### src/sv/hpa_pkg.sv
// shared types and codes for the handle pool allocator
package hpa_pkg;

  localparam logic OP_GET    = 1'b0;
  localparam logic OP_RETURN = 1'b1;

  localparam logic [1:0] STATUS_OK         = 2'd0;
  localparam logic [1:0] STATUS_EXHAUSTED  = 2'd1;
  localparam logic [1:0] STATUS_NOT_IN_USE = 2'd2;

  // controller to datapath
  typedef struct packed {
    logic clear_wr;
    logic accept;
    logic commit;
  } hpa_cmd_t;

  // datapath to controller
  typedef struct packed {
    logic clear_last;
    logic out_free;
  } hpa_sts_t;

endpackage

### src/sv/hpa_intf.sv
// request and response channel interfaces of the handle pool allocator
interface hpa_req_if;
  logic       valid;
  logic       ready;
  logic       opcode;
  logic [3:0] handle_in;

  modport source (output valid, output opcode, output handle_in, input ready);
  modport sink (input valid, input opcode, input handle_in, output ready);
endinterface

interface hpa_rsp_if;
  logic       valid;
  logic       ready;
  logic [1:0] status;
  logic [3:0] handle_out;
  logic       exhausted;

  modport source (output valid, output status, output handle_out, output exhausted,
                  input ready);
  modport sink (input valid, input status, input handle_out, input exhausted,
                output ready);
endinterface

### src/sv/hpa_ctrl.sv
// sequencing state machine of the handle pool allocator
module hpa_ctrl import hpa_pkg::*; (
  input  logic     clk,
  input  logic     rst_n,
  input  logic     in_valid,
  output logic     in_ready,
  input  hpa_sts_t sts,
  output hpa_cmd_t cmd
);

  localparam logic [1:0] S_CLEAR = 2'd0;
  localparam logic [1:0] S_IDLE  = 2'd1;
  localparam logic [1:0] S_EXEC  = 2'd2;

  logic [1:0] state_r;
  logic [1:0] state_nxt;

  assign in_ready     = (state_r == S_IDLE);
  assign cmd.clear_wr = (state_r == S_CLEAR);
  assign cmd.accept   = in_valid && (state_r == S_IDLE);
  assign cmd.commit   = (state_r == S_EXEC) && sts.out_free;

  always_comb begin
    state_nxt = state_r;
    case (state_r)
      S_CLEAR: begin
        if (sts.clear_last) state_nxt = S_IDLE;
      end
      S_IDLE: begin
        if (in_valid) state_nxt = S_EXEC;
      end
      S_EXEC: begin
        if (sts.out_free) state_nxt = S_IDLE;
      end
      default: state_nxt = S_CLEAR;
    endcase
  end

  always_ff @(posedge clk) begin
    if (!rst_n) state_r <= S_CLEAR;
    else state_r <= state_nxt;
  end

endmodule

### src/sv/hpa_dp.sv
// free list memory, in-use marks, pointers and result register
module hpa_dp import hpa_pkg::*; #(
  parameter int POOL_SIZE = 16
) (
  input  logic       clk,
  input  logic       rst_n,
  input  hpa_cmd_t   cmd,
  output hpa_sts_t   sts,
  input  logic       opcode,
  input  logic [3:0] handle_in,
  output logic       out_valid,
  input  logic       out_ready,
  output logic [1:0] status,
  output logic [3:0] handle_out,
  output logic       exhausted
);

  localparam int AW   = (POOL_SIZE > 1) ? $clog2(POOL_SIZE) : 1;
  localparam int CW   = $clog2(POOL_SIZE + 1);
  localparam int CMPW = (CW > 4) ? CW : 4;
  localparam int GXW  = (AW > 4) ? AW : 4;

  logic [AW-1:0] free_queue [POOL_SIZE];
  logic          in_use     [POOL_SIZE];

  logic [AW-1:0] clr_cnt_r;
  logic [AW-1:0] rd_ptr_r;
  logic [AW-1:0] wr_ptr_r;
  logic [CW-1:0] free_cnt_r;
  logic [CW-1:0] free_cnt_nxt;

  logic          op_r;
  logic [AW-1:0] h_r;
  logic          h_ok_r;
  logic [AW-1:0] q_rd_r;
  logic          m_rd_r;

  logic          out_valid_r;
  logic [1:0]    status_r;
  logic [3:0]    handle_r;
  logic          exhausted_r;

  logic [CMPW-1:0] h_cmp;
  logic [AW-1:0]   h_idx;
  logic            get_ok;
  logic            ret_ok;
  logic [GXW-1:0]  g_ext;
  logic [1:0]      status_nxt;

  logic          q_we;
  logic [AW-1:0] q_wa;
  logic [AW-1:0] q_wd;
  logic          m_we;
  logic [AW-1:0] m_wa;
  logic          m_wd;

  assign h_cmp = CMPW'(handle_in);
  assign h_idx = h_cmp[AW-1:0];

  assign sts.clear_last = (clr_cnt_r == AW'(POOL_SIZE - 1));
  assign sts.out_free   = !out_valid_r || out_ready;

  // decision on the captured request and the registered reads
  assign get_ok = (op_r == OP_GET) && (free_cnt_r != '0);
  assign ret_ok = (op_r == OP_RETURN) && h_ok_r && m_rd_r &&
                  (free_cnt_r < CW'(POOL_SIZE));
  assign g_ext  = GXW'(q_rd_r);

  always_comb begin
    free_cnt_nxt = free_cnt_r;
    status_nxt   = STATUS_OK;
    if (get_ok) free_cnt_nxt = free_cnt_r - 1'b1;
    else if (ret_ok) free_cnt_nxt = free_cnt_r + 1'b1;
    if (op_r == OP_GET) begin
      if (!get_ok) status_nxt = STATUS_EXHAUSTED;
    end else begin
      if (!ret_ok) status_nxt = STATUS_NOT_IN_USE;
    end
  end

  // single write port per memory, shared by the clearing pass
  always_comb begin
    q_we = 1'b0;
    q_wa = wr_ptr_r;
    q_wd = h_r;
    m_we = 1'b0;
    m_wa = h_r;
    m_wd = 1'b0;
    if (cmd.clear_wr) begin
      q_we = 1'b1;
      q_wa = clr_cnt_r;
      q_wd = clr_cnt_r;
      m_we = 1'b1;
      m_wa = clr_cnt_r;
    end else if (cmd.commit && get_ok) begin
      m_we = 1'b1;
      m_wa = q_rd_r;
      m_wd = 1'b1;
    end else if (cmd.commit && ret_ok) begin
      q_we = 1'b1;
      m_we = 1'b1;
    end
  end

  always_ff @(posedge clk) begin
    if (q_we) free_queue[q_wa] <= q_wd;
    if (cmd.accept) q_rd_r <= free_queue[rd_ptr_r];
  end

  always_ff @(posedge clk) begin
    if (m_we) in_use[m_wa] <= m_wd;
    if (cmd.accept) m_rd_r <= in_use[h_idx];
  end

  always_ff @(posedge clk) begin
    if (cmd.accept) begin
      op_r   <= opcode;
      h_r    <= h_idx;
      h_ok_r <= (h_cmp < CMPW'(POOL_SIZE));
    end
    if (cmd.commit) begin
      status_r    <= status_nxt;
      handle_r    <= get_ok ? g_ext[3:0] : 4'd0;
      exhausted_r <= (free_cnt_nxt == '0);
    end
  end

  always_ff @(posedge clk) begin
    if (!rst_n) begin
      clr_cnt_r   <= '0;
      rd_ptr_r    <= '0;
      wr_ptr_r    <= '0;
      free_cnt_r  <= CW'(POOL_SIZE);
      out_valid_r <= 1'b0;
    end else begin
      if (cmd.clear_wr) clr_cnt_r <= clr_cnt_r + 1'b1;
      if (cmd.commit) begin
        free_cnt_r <= free_cnt_nxt;
        if (get_ok) rd_ptr_r <= (rd_ptr_r == AW'(POOL_SIZE - 1)) ? '0 : rd_ptr_r + 1'b1;
        if (ret_ok) wr_ptr_r <= (wr_ptr_r == AW'(POOL_SIZE - 1)) ? '0 : wr_ptr_r + 1'b1;
        out_valid_r <= 1'b1;
      end else if (out_ready) begin
        out_valid_r <= 1'b0;
      end
    end
  end

  assign out_valid  = out_valid_r;
  assign status     = status_r;
  assign handle_out = handle_r;
  assign exhausted  = exhausted_r;

`ifndef NO_ASSERTIONS
  a_cnt_bound: assert property (@(posedge clk) disable iff (!rst_n)
    free_cnt_r <= CW'(POOL_SIZE))
    else $error("free count above pool size");

  a_get_dec: assert property (@(posedge clk) disable iff (!rst_n)
    cmd.commit && get_ok |=> free_cnt_r == $past(free_cnt_r) - 1'b1)
    else $error("granted get did not take a free handle");

  a_no_overwrite: assert property (@(posedge clk) disable iff (!rst_n)
    cmd.commit |-> sts.out_free)
    else $error("result register overwritten before it was taken");

  a_exh_match: assert property (@(posedge clk) disable iff (!rst_n)
    out_valid_r |-> exhausted_r == (free_cnt_r == '0))
    else $error("exhausted flag disagrees with free count");
`endif

endmodule

### src/sv/handle_pool_allocator_unit.sv
// top level of the handle pool allocator: fifo free list of slot handles
// a request beat is captured along with registered reads of the free list
// and mark memories, then committed into the result register once it is
// free; the next request is taken only after the last one is committed
// reset: synchronous, active low; then a clearing pass loads the free list
// with 0..POOL_SIZE-1 and clears all marks, ready low
module handle_pool_allocator_unit import hpa_pkg::*; #(
  parameter int POOL_SIZE = 16
) (
  input  logic      clk,
  input  logic      rst_n,
  hpa_req_if.sink   in_ch,
  hpa_rsp_if.source out_ch
);

  // command and status between the sequencer and the datapath
  hpa_cmd_t cmd;
  hpa_sts_t sts;

  // sequencer: clearing pass, request capture, commit into result register
  hpa_ctrl u_ctrl (
    .clk      (clk),
    .rst_n    (rst_n),
    .in_valid (in_ch.valid),
    .in_ready (in_ch.ready),
    .sts      (sts),
    .cmd      (cmd)
  );

  // datapath: free list memory, in-use marks, pointers, count, result beat
  hpa_dp #(
    .POOL_SIZE (POOL_SIZE)
  ) u_dp (
    .clk        (clk),
    .rst_n      (rst_n),
    .cmd        (cmd),
    .sts        (sts),
    .opcode     (in_ch.opcode),
    .handle_in  (in_ch.handle_in),
    .out_valid  (out_ch.valid),
    .out_ready  (out_ch.ready),
    .status     (out_ch.status),
    .handle_out (out_ch.handle_out),
    .exhausted  (out_ch.exhausted)
  );

endmodule

### src/flat_wrapper.sv
// flat-port wrapper written by rule: the top's interface ports become plain ports
module handle_pool_allocator_unit_flat import hpa_pkg::*;
#(
  parameter int POOL_SIZE = 16
)
  (clk, rst_n, in_ch_valid, in_ch_opcode, in_ch_handle_in, in_ch_ready, out_ch_valid, out_ch_status, out_ch_handle_out, out_ch_exhausted, out_ch_ready);
  hpa_req_if in_ch_i ();
  hpa_rsp_if out_ch_i ();
  input  logic clk;
  input  logic rst_n;
  input wire logic [$bits(in_ch_i.valid)-1:0] in_ch_valid;
  input wire logic [$bits(in_ch_i.opcode)-1:0] in_ch_opcode;
  input wire logic [$bits(in_ch_i.handle_in)-1:0] in_ch_handle_in;
  output wire logic [$bits(in_ch_i.ready)-1:0] in_ch_ready;
  output wire logic [$bits(out_ch_i.valid)-1:0] out_ch_valid;
  output wire logic [$bits(out_ch_i.status)-1:0] out_ch_status;
  output wire logic [$bits(out_ch_i.handle_out)-1:0] out_ch_handle_out;
  output wire logic [$bits(out_ch_i.exhausted)-1:0] out_ch_exhausted;
  input wire logic [$bits(out_ch_i.ready)-1:0] out_ch_ready;
  assign in_ch_i.valid = in_ch_valid;
  assign in_ch_i.opcode = in_ch_opcode;
  assign in_ch_i.handle_in = in_ch_handle_in;
  assign in_ch_ready = in_ch_i.ready;
  assign out_ch_valid = out_ch_i.valid;
  assign out_ch_status = out_ch_i.status;
  assign out_ch_handle_out = out_ch_i.handle_out;
  assign out_ch_exhausted = out_ch_i.exhausted;
  assign out_ch_i.ready = out_ch_ready;
  handle_pool_allocator_unit #(.POOL_SIZE(POOL_SIZE)) u_core (.clk(clk), .rst_n(rst_n), .in_ch(in_ch_i), .out_ch(out_ch_i));
endmodule
### config.mk
export PLATFORM = sky130hd
export DESIGN_NAME = handle_pool_allocator_unit_flat
export DESIGN_NICKNAME = d
export VERILOG_FILES = /design/src/sv/hpa_pkg.sv /design/src/sv/hpa_intf.sv /design/src/sv/hpa_ctrl.sv /design/src/sv/hpa_dp.sv /design/src/sv/handle_pool_allocator_unit.sv /design/src/flat_wrapper.sv
export SDC_FILE = /design/constraint.sdc
export NUM_CORES = 1
export LEC_CHECK = 0
export BUFFER_PORTS_ARGS = -buffer_cell sky130_fd_sc_hd__buf_2
export CAP_MARGIN = 40
export CORE_ASPECT_RATIO = 0.6
export CORE_MARGIN = 3
export CORE_UTILIZATION = 64
export CTS_BUF_LIST = sky130_fd_sc_hd__clkbuf_4
export DETAILED_ROUTE_END_ITERATION = 7
export PLACE_DENSITY = 0.82
export SLEW_MARGIN = 20
export SYNTH_ARGS = -nofsm -noshare
export SYNTH_HDL_FRONTEND = slang
export SYNTH_SLANG_ARGS = --single-unit
### constraint.sdc
create_clock -name clk -period 2.7 [get_ports clk]
set_input_delay 0 -clock clk [delete_from_list [all_inputs] [get_ports clk]]
set_output_delay 0 -clock clk [all_outputs]
set_load 0.02 [all_outputs]
### Word-level counts from Yosys, hierarchy flattened

Memories as Yosys holds them, arrays and structs flattened. A register that Yosys moved wholly into a read port is not among the register bits.
Cells that the tools add are included.

* logic and storage cells: 75
* memories: 2
* input port bits: 9
* RAM bits: 80
* bits in latches: 0
* output and inout bits: 9
* bits in read-only memories: 0
* register bits: 33

* multiplexer cells: 28
* add/sub/neg operators: 5
* equality and inequality tests: 8
* reductions and logical operators: 17
* shifts and indexed selects: 0
* $lt $le $gt $ge: 2
* bitwise gates (word level): 1
* multipliers: 0
* div/mod/pow operators: 0

Memory list
* u_core.u_dp.free_queue: depth 16, bits a word 4, rd ports 1, clocked after memory_dff 1, write ports 1, line hpa_dp.sv:23 `logic [AW-1:0] free_queue [POOL_SIZE];`
* u_core.u_dp.in_use: depth 16, bits a word 1, rd ports 1, clocked after memory_dff 1, write ports 1, line hpa_dp.sv:24 `logic in_use [POOL_SIZE];`

Operators with widths (number)
* $mux 4: 6
* $mux 1: 14
* $add 4x1->4 const B: 3
* $eq 4x4->1 const B: 3
* $mux 2: 5
* $mux 5: 2
* $logic_and 1x1->1: 8
* $ne 2x2->1 const B: 3
* $pmux 2 s3: 1
* $add 5x1->5 const B: 1
* $logic_not 5->1: 1
* $lt 4x5->1 const B: 1
* $lt 5x5->1 const B: 1
* $reduce_bool 5->1: 1
* $sub 5x1->5 const B: 1
* $reduce_and 2->1: 2
* $reduce_and 3->1: 1
* $eq 2x1->1 const B: 1
* $eq 2x2->1 const B: 1
* $logic_not 2->1: 1
* $reduce_bool 2->1: 1
* $logic_not 1->1: 1
* $logic_or 1x1->1: 1
* $not 1->1: 1

### Logic depth before layout (Yosys ltp)

* depth after elaboration: 9
* mapped depth: 9
* depth with buffers taken out: 7

### Cells and area by module

Synthesis repeated with hierarchy kept, for this count alone.

* cells, all modules: 384
* area, all modules: 5317.6 sq um

Modules (own cells, without submodules)
* hpa_dp: area each 5202.5 sq um, cells an instance 372, times used 1
* hpa_ctrl: area each 115.1 sq um, cells an instance 12, times used 1

### Worst setup path before layout

Ideal clock, no wire load.

* path kind: flip-flop to flip-flop
* from: reg u_core.u_dp.free_cnt_r[0]
* to: mem u_core.u_dp.in_use[1] (enable)
* arrival time: 1.995 ns
* buffers on the path: 2
* slack: 0.405 ns
* setup time: 0.301 ns
* stages on the path, launching flop included: 10
* data required time: 2.399 ns
* cells stage by stage: dfxtp_1 clkbuf_1 inv_1 ha_1 nor4b_2 nor4_2 buf_2 a221o_1 nand2_1 nor2_1

* word-level cells in the longest chain between the ends: 8

Ends and longest elaborated chain
* start: declaration: line hpa_dp.sv:29 `logic [CW-1:0] free_cnt_r;`
* start signal: assignment: line hpa_dp.sv:133 `free_cnt_r <= CW'(POOL_SIZE);`
* start signal: assignment: line hpa_dp.sv:138 `free_cnt_r <= free_cnt_nxt;`
* $lt 5x5->1: line hpa_dp.sv:66 `(free_cnt_r < CW'(POOL_SIZE));`
* $logic_and 1x1->1: line hpa_dp.sv:65 `assign ret_ok = (op_r == OP_RETURN) && h_ok_r && m_rd_r &&`
* $logic_and 1x1->1: line hpa_dp.sv:99 `end else if (cmd.commit && ret_ok) begin`
* $mux 1: line hpa_dp.sv:99
* $mux 1: line hpa_dp.sv:95 `end else if (cmd.commit && get_ok) begin`
* $mux 1: line hpa_dp.sv:89 `if (cmd.clear_wr) begin`
* $mux 1: line hpa_dp.sv:111 `if (m_we) in_use[m_wa] <= m_wd;`
* $mux 1 (not written as such): line hpa_dp.sv:111
* end: declaration: line hpa_dp.sv:24

Several ways; a longest one is shown, not always the timed one.

### Worst setup path after layout

* from: reg u_core.u_dp.free_cnt_r[1]
* to: mem u_core.u_dp.in_use[13] (enable)

Same word-level chain as after synthesis.

==> impl_metrics.env <==
export IMPL_dieArea_um2=9240
export IMPL_clock_tree_buffer_depth=2
export IMPL_cts_tree="built"
export IMPL_num_rows=24
export IMPL_drt_pass1_iter_count=5
export IMPL_grt_pass1_vias=3116
export IMPL_cts_root_buffer="clkbuf_4"
export IMPL_yosysTopAreaCellShare_pct=56.3
export IMPL_crit_path_end="u_core.u_dp.in_use[13]$_DFFE_PP_"
export IMPL_worst_pin_slew_ns=0.697
export IMPL_drt_iter0_markers=414
export IMPL_cts_buffers=17
export IMPL_final_cell_mix="97 x edfxtp_1, 50 x nor2_1, 21 x mux4_2, 21 x a21oi_1"
export IMPL_seq_area_um2=3310
export IMPL_gr_total_overflow=0
export IMPL_critPathKind="reg2reg"
export IMPL_grt_max_degree=28
export IMPL_antenna_left=0
export IMPL_r2r_start="u_core.u_dp.free_cnt_r[1]$_SDFFE_PN0P_"
export IMPL_post_cts_setup_buffers=0
export IMPL_end_kind="flop"
export IMPL_htree_levels=4
export IMPL_io_pins=18
export IMPL_start_util_pct=68.7
export IMPL_grt_pass1_wl_um=17000
export IMPL_stdcell_count=522
export IMPL_diodes=0
export IMPL_status="finished clean"
export IMPL_coreArea_um2=7540
export IMPL_syn_area_um2=5170
export IMPL_finalHoldViolations=0
export IMPL_power_density_nw_per_um2=630
export IMPL_async_flop_share_pct=0
export IMPL_syn_to_final_growth_pct=12.0
export IMPL_antenna_found_initial=0
export IMPL_slew_viol_final=0
export IMPL_synth_area_per_cell_um2=13.9
export IMPL_finalWirelength_um=10700
export IMPL_min_path_type="in2reg"
export IMPL_fillers=448
export IMPL_slew_headroom_pct=53.5
export IMPL_p_leak_uw=0.00202
export IMPL_via_count=3277
export IMPL_finalSetupViolations=0
export IMPL_rsz0062_at_grt="false"
export IMPL_required_ns=2.92
export IMPL_arrival_ns=2.70
export IMPL_netlist_top_cell_by_area="edfxtp_1"
export IMPL_placed_cells=482
export IMPL_port_buffers=17
export IMPL_ys_seq_elements=117
export IMPL_cts_clk_slew_worst_paths_ns=0.10
export IMPL_max_freq_mhz=403
export IMPL_yosys_top_cells_area="edfxtp_1 56%, mux4_2 9.1%, dfxtp_1 7.7%"
export IMPL_holdPathStages=2
export IMPL_reg2reg_depth=8
export IMPL_ys_flop_type="edfxtp_1"
export IMPL_crit_fanout=27
export IMPL_min_period_ns=2.48
export IMPL_drive_gt1_share_pct=20.8
export IMPL_via_per_inst=6.28
export IMPL_fin_nets=419
export IMPL_drc=0
export IMPL_clock_sinks=117
export IMPL_cap_violations=0
export IMPL_fin_total_pwr_uw=3650
export IMPL_yosysWarnings=0
export IMPL_r2r_end="u_core.u_dp.in_use[13]$_DFFE_PP_"
export IMPL_synth_edf_count=97
export IMPL_pre_cts_slack_ns=0.291
export IMPL_yosysUniqueCellTypes=52
export IMPL_setup_tns_final_ns=0
export IMPL_fp_dieW_um=122
export IMPL_startpoint="u_core.u_dp.free_cnt_r[1]$_SDFFE_PN0P_"
export IMPL_die_h_um=75.7
export IMPL_syn_inst=371
export IMPL_clock_skew_ns=0.0119
export IMPL_r2r_slack_ns=0.22
export IMPL_period_share_pct=92.0
export IMPL_multi_input_area_um2=1740
export IMPL_peakVddDrop_uv=435
export IMPL_mostFrequentLayoutCell="edfxtp_1"
export IMPL_yosysSeqAreaShare_pct=64.0
export IMPL_clock_latency_ns=0.51
export IMPL_track_usage_pct=26.0
export IMPL_timing_final_ws_setup_ns=0.216
export IMPL_place_gp_congestion=0.927
export IMPL_wl_per_cell_um=20.4
export IMPL_synth_nets=385
export IMPL_dp_hpwl_um=7390
export IMPL_startpoint_type="flop"
[Yosys cell counts (all sizes together) (5+ instances only)]
| cell | n |
|---|---|
| o21ai | 11 |
| nor2 | 50 |
| clkbuf | 12 |
| xnor2 | 5 |
| a31oi | 7 |
| mux4 | 21 |
| buf | 9 |
| edfxtp | 97 |
| dfxtp | 20 |
| mux2i | 10 |
| nand3 | 5 |
| nand2 | 19 |
| inv | 7 |
| ha | 5 |
| a21oi | 21 |
| or3 | 5 |
| and3 | 6 |
| a211oi | 5 |
| nor2b | 6 |
[power by group]
part / switching, uW / internal (uW) / leakage (uW)
clock: 634 / 846 / 0.000179
sequential: 11.4 / 1990 / 0.00108
combinational: 106 / 64.9 / 0.000763
[layout make-up]
class                           count  area share [%]
Multi-Input combinational cell    224            30.0
Timing Repair Buffer               36            4.27
Clock inverter                     12            3.17
Sequential cell                   117            57.2
Tap cell                          104            2.25
Clock buffer                       20            2.59
Inverter                            9           0.583
[sequential cells by signal, summed over array words and instances (netlist names)]
| name | count |
|---|---|
| u_core.u_dp.g_ext | 4 |
| u_core.u_dp.rd_ptr_r | 4 |
| u_core.u_dp.wr_ptr_r | 4 |
| u_core.u_dp.h_r | 4 |
| u_core.u_dp.clr_cnt_r | 4 |
| u_core.u_dp.exhausted | 1 |
| u_core.u_dp.free_queue | 64 |
| u_core.u_dp.free_cnt_r | 5 |
| u_core.u_dp.status | 2 |
| u_core.u_dp.m_rd_r | 1 |
| u_core.u_dp.out_valid | 1 |
| u_core.u_dp.handle_out | 4 |
| u_core.u_ctrl.state_r | 2 |
| u_core.u_dp.in_use | 16 |
| u_core.u_dp.op_r | 1 |
[logic make-up after synthesis]
kind of cell    count (synthesis)  share of synthesized area (%)
xor+xnor                        9                           1.52
mux                            31                           11.1
buf+inv                        30                           2.68
simple gates                  116                           11.3
flops                         117                           64.0
fa+ha+maj                       5                           1.21
compound gates                 63                           8.15
[critical path, cell delays in order, from the launching register on]
cell and delay (ns):
dfxtp_1 0.36, inv_1 0.08, ha_1 0.19, nor4b_2 0.40
nor4_4 0.08, buf_4 0.25, a221oi_1 0.40, nand3b_1 0.24
nor2_1 0.18
[through the flow]
step	hold slack, ns	cell area (um2)	util (%)
floorplan	0.0913	5170	-
global placement	0.177	5380	71.3
detailed placement	0.180	5380	71.3
CTS	0.161	5790	76.8
global route	0.192	5800	76.9
finish	0.209	5800	76.9
[layer usage]
metal	track usage, %	vias to the layer above	share of wire (%)
met5	0	-	0
met4	9.93	0	1.2
met3	7.20	14	11
met2	36.3	170	43
met1	39.6	1602	46
li1	-	1491	-
[how the worst min path moves through the flow]
stage | startpoint | end | slack [ns]
floorplan | rst_n | u_core.u_dp.free_cnt_r[4]$_SDFFE_PN1P_ | 0.09
global placement | in_ch_opcode | u_core.u_dp.op_r$_DFFE_PP_ | 0.18
detailed placement | in_ch_opcode | u_core.u_dp.op_r$_DFFE_PP_ | 0.18
CTS | in_ch_opcode | u_core.u_dp.op_r$_DFFE_PP_ | 0.16
global route | in_ch_opcode | u_core.u_dp.op_r$_DFFE_PP_ | 0.19
finish | in_ch_opcode | u_core.u_dp.op_r$_DFFE_PP_ | 0.21
[timing repair]
| item | 4_1_cts | 5_1_grt |
|---|---|---|
| endpoints found under the setup margin | 0 | 3 |
| hold buffers | 8 | 0 |
| endpoints found under the hold margin | 11 | 0 |
| resized for setup | 0 | 1 |
(Power assumes the default switching activity.)
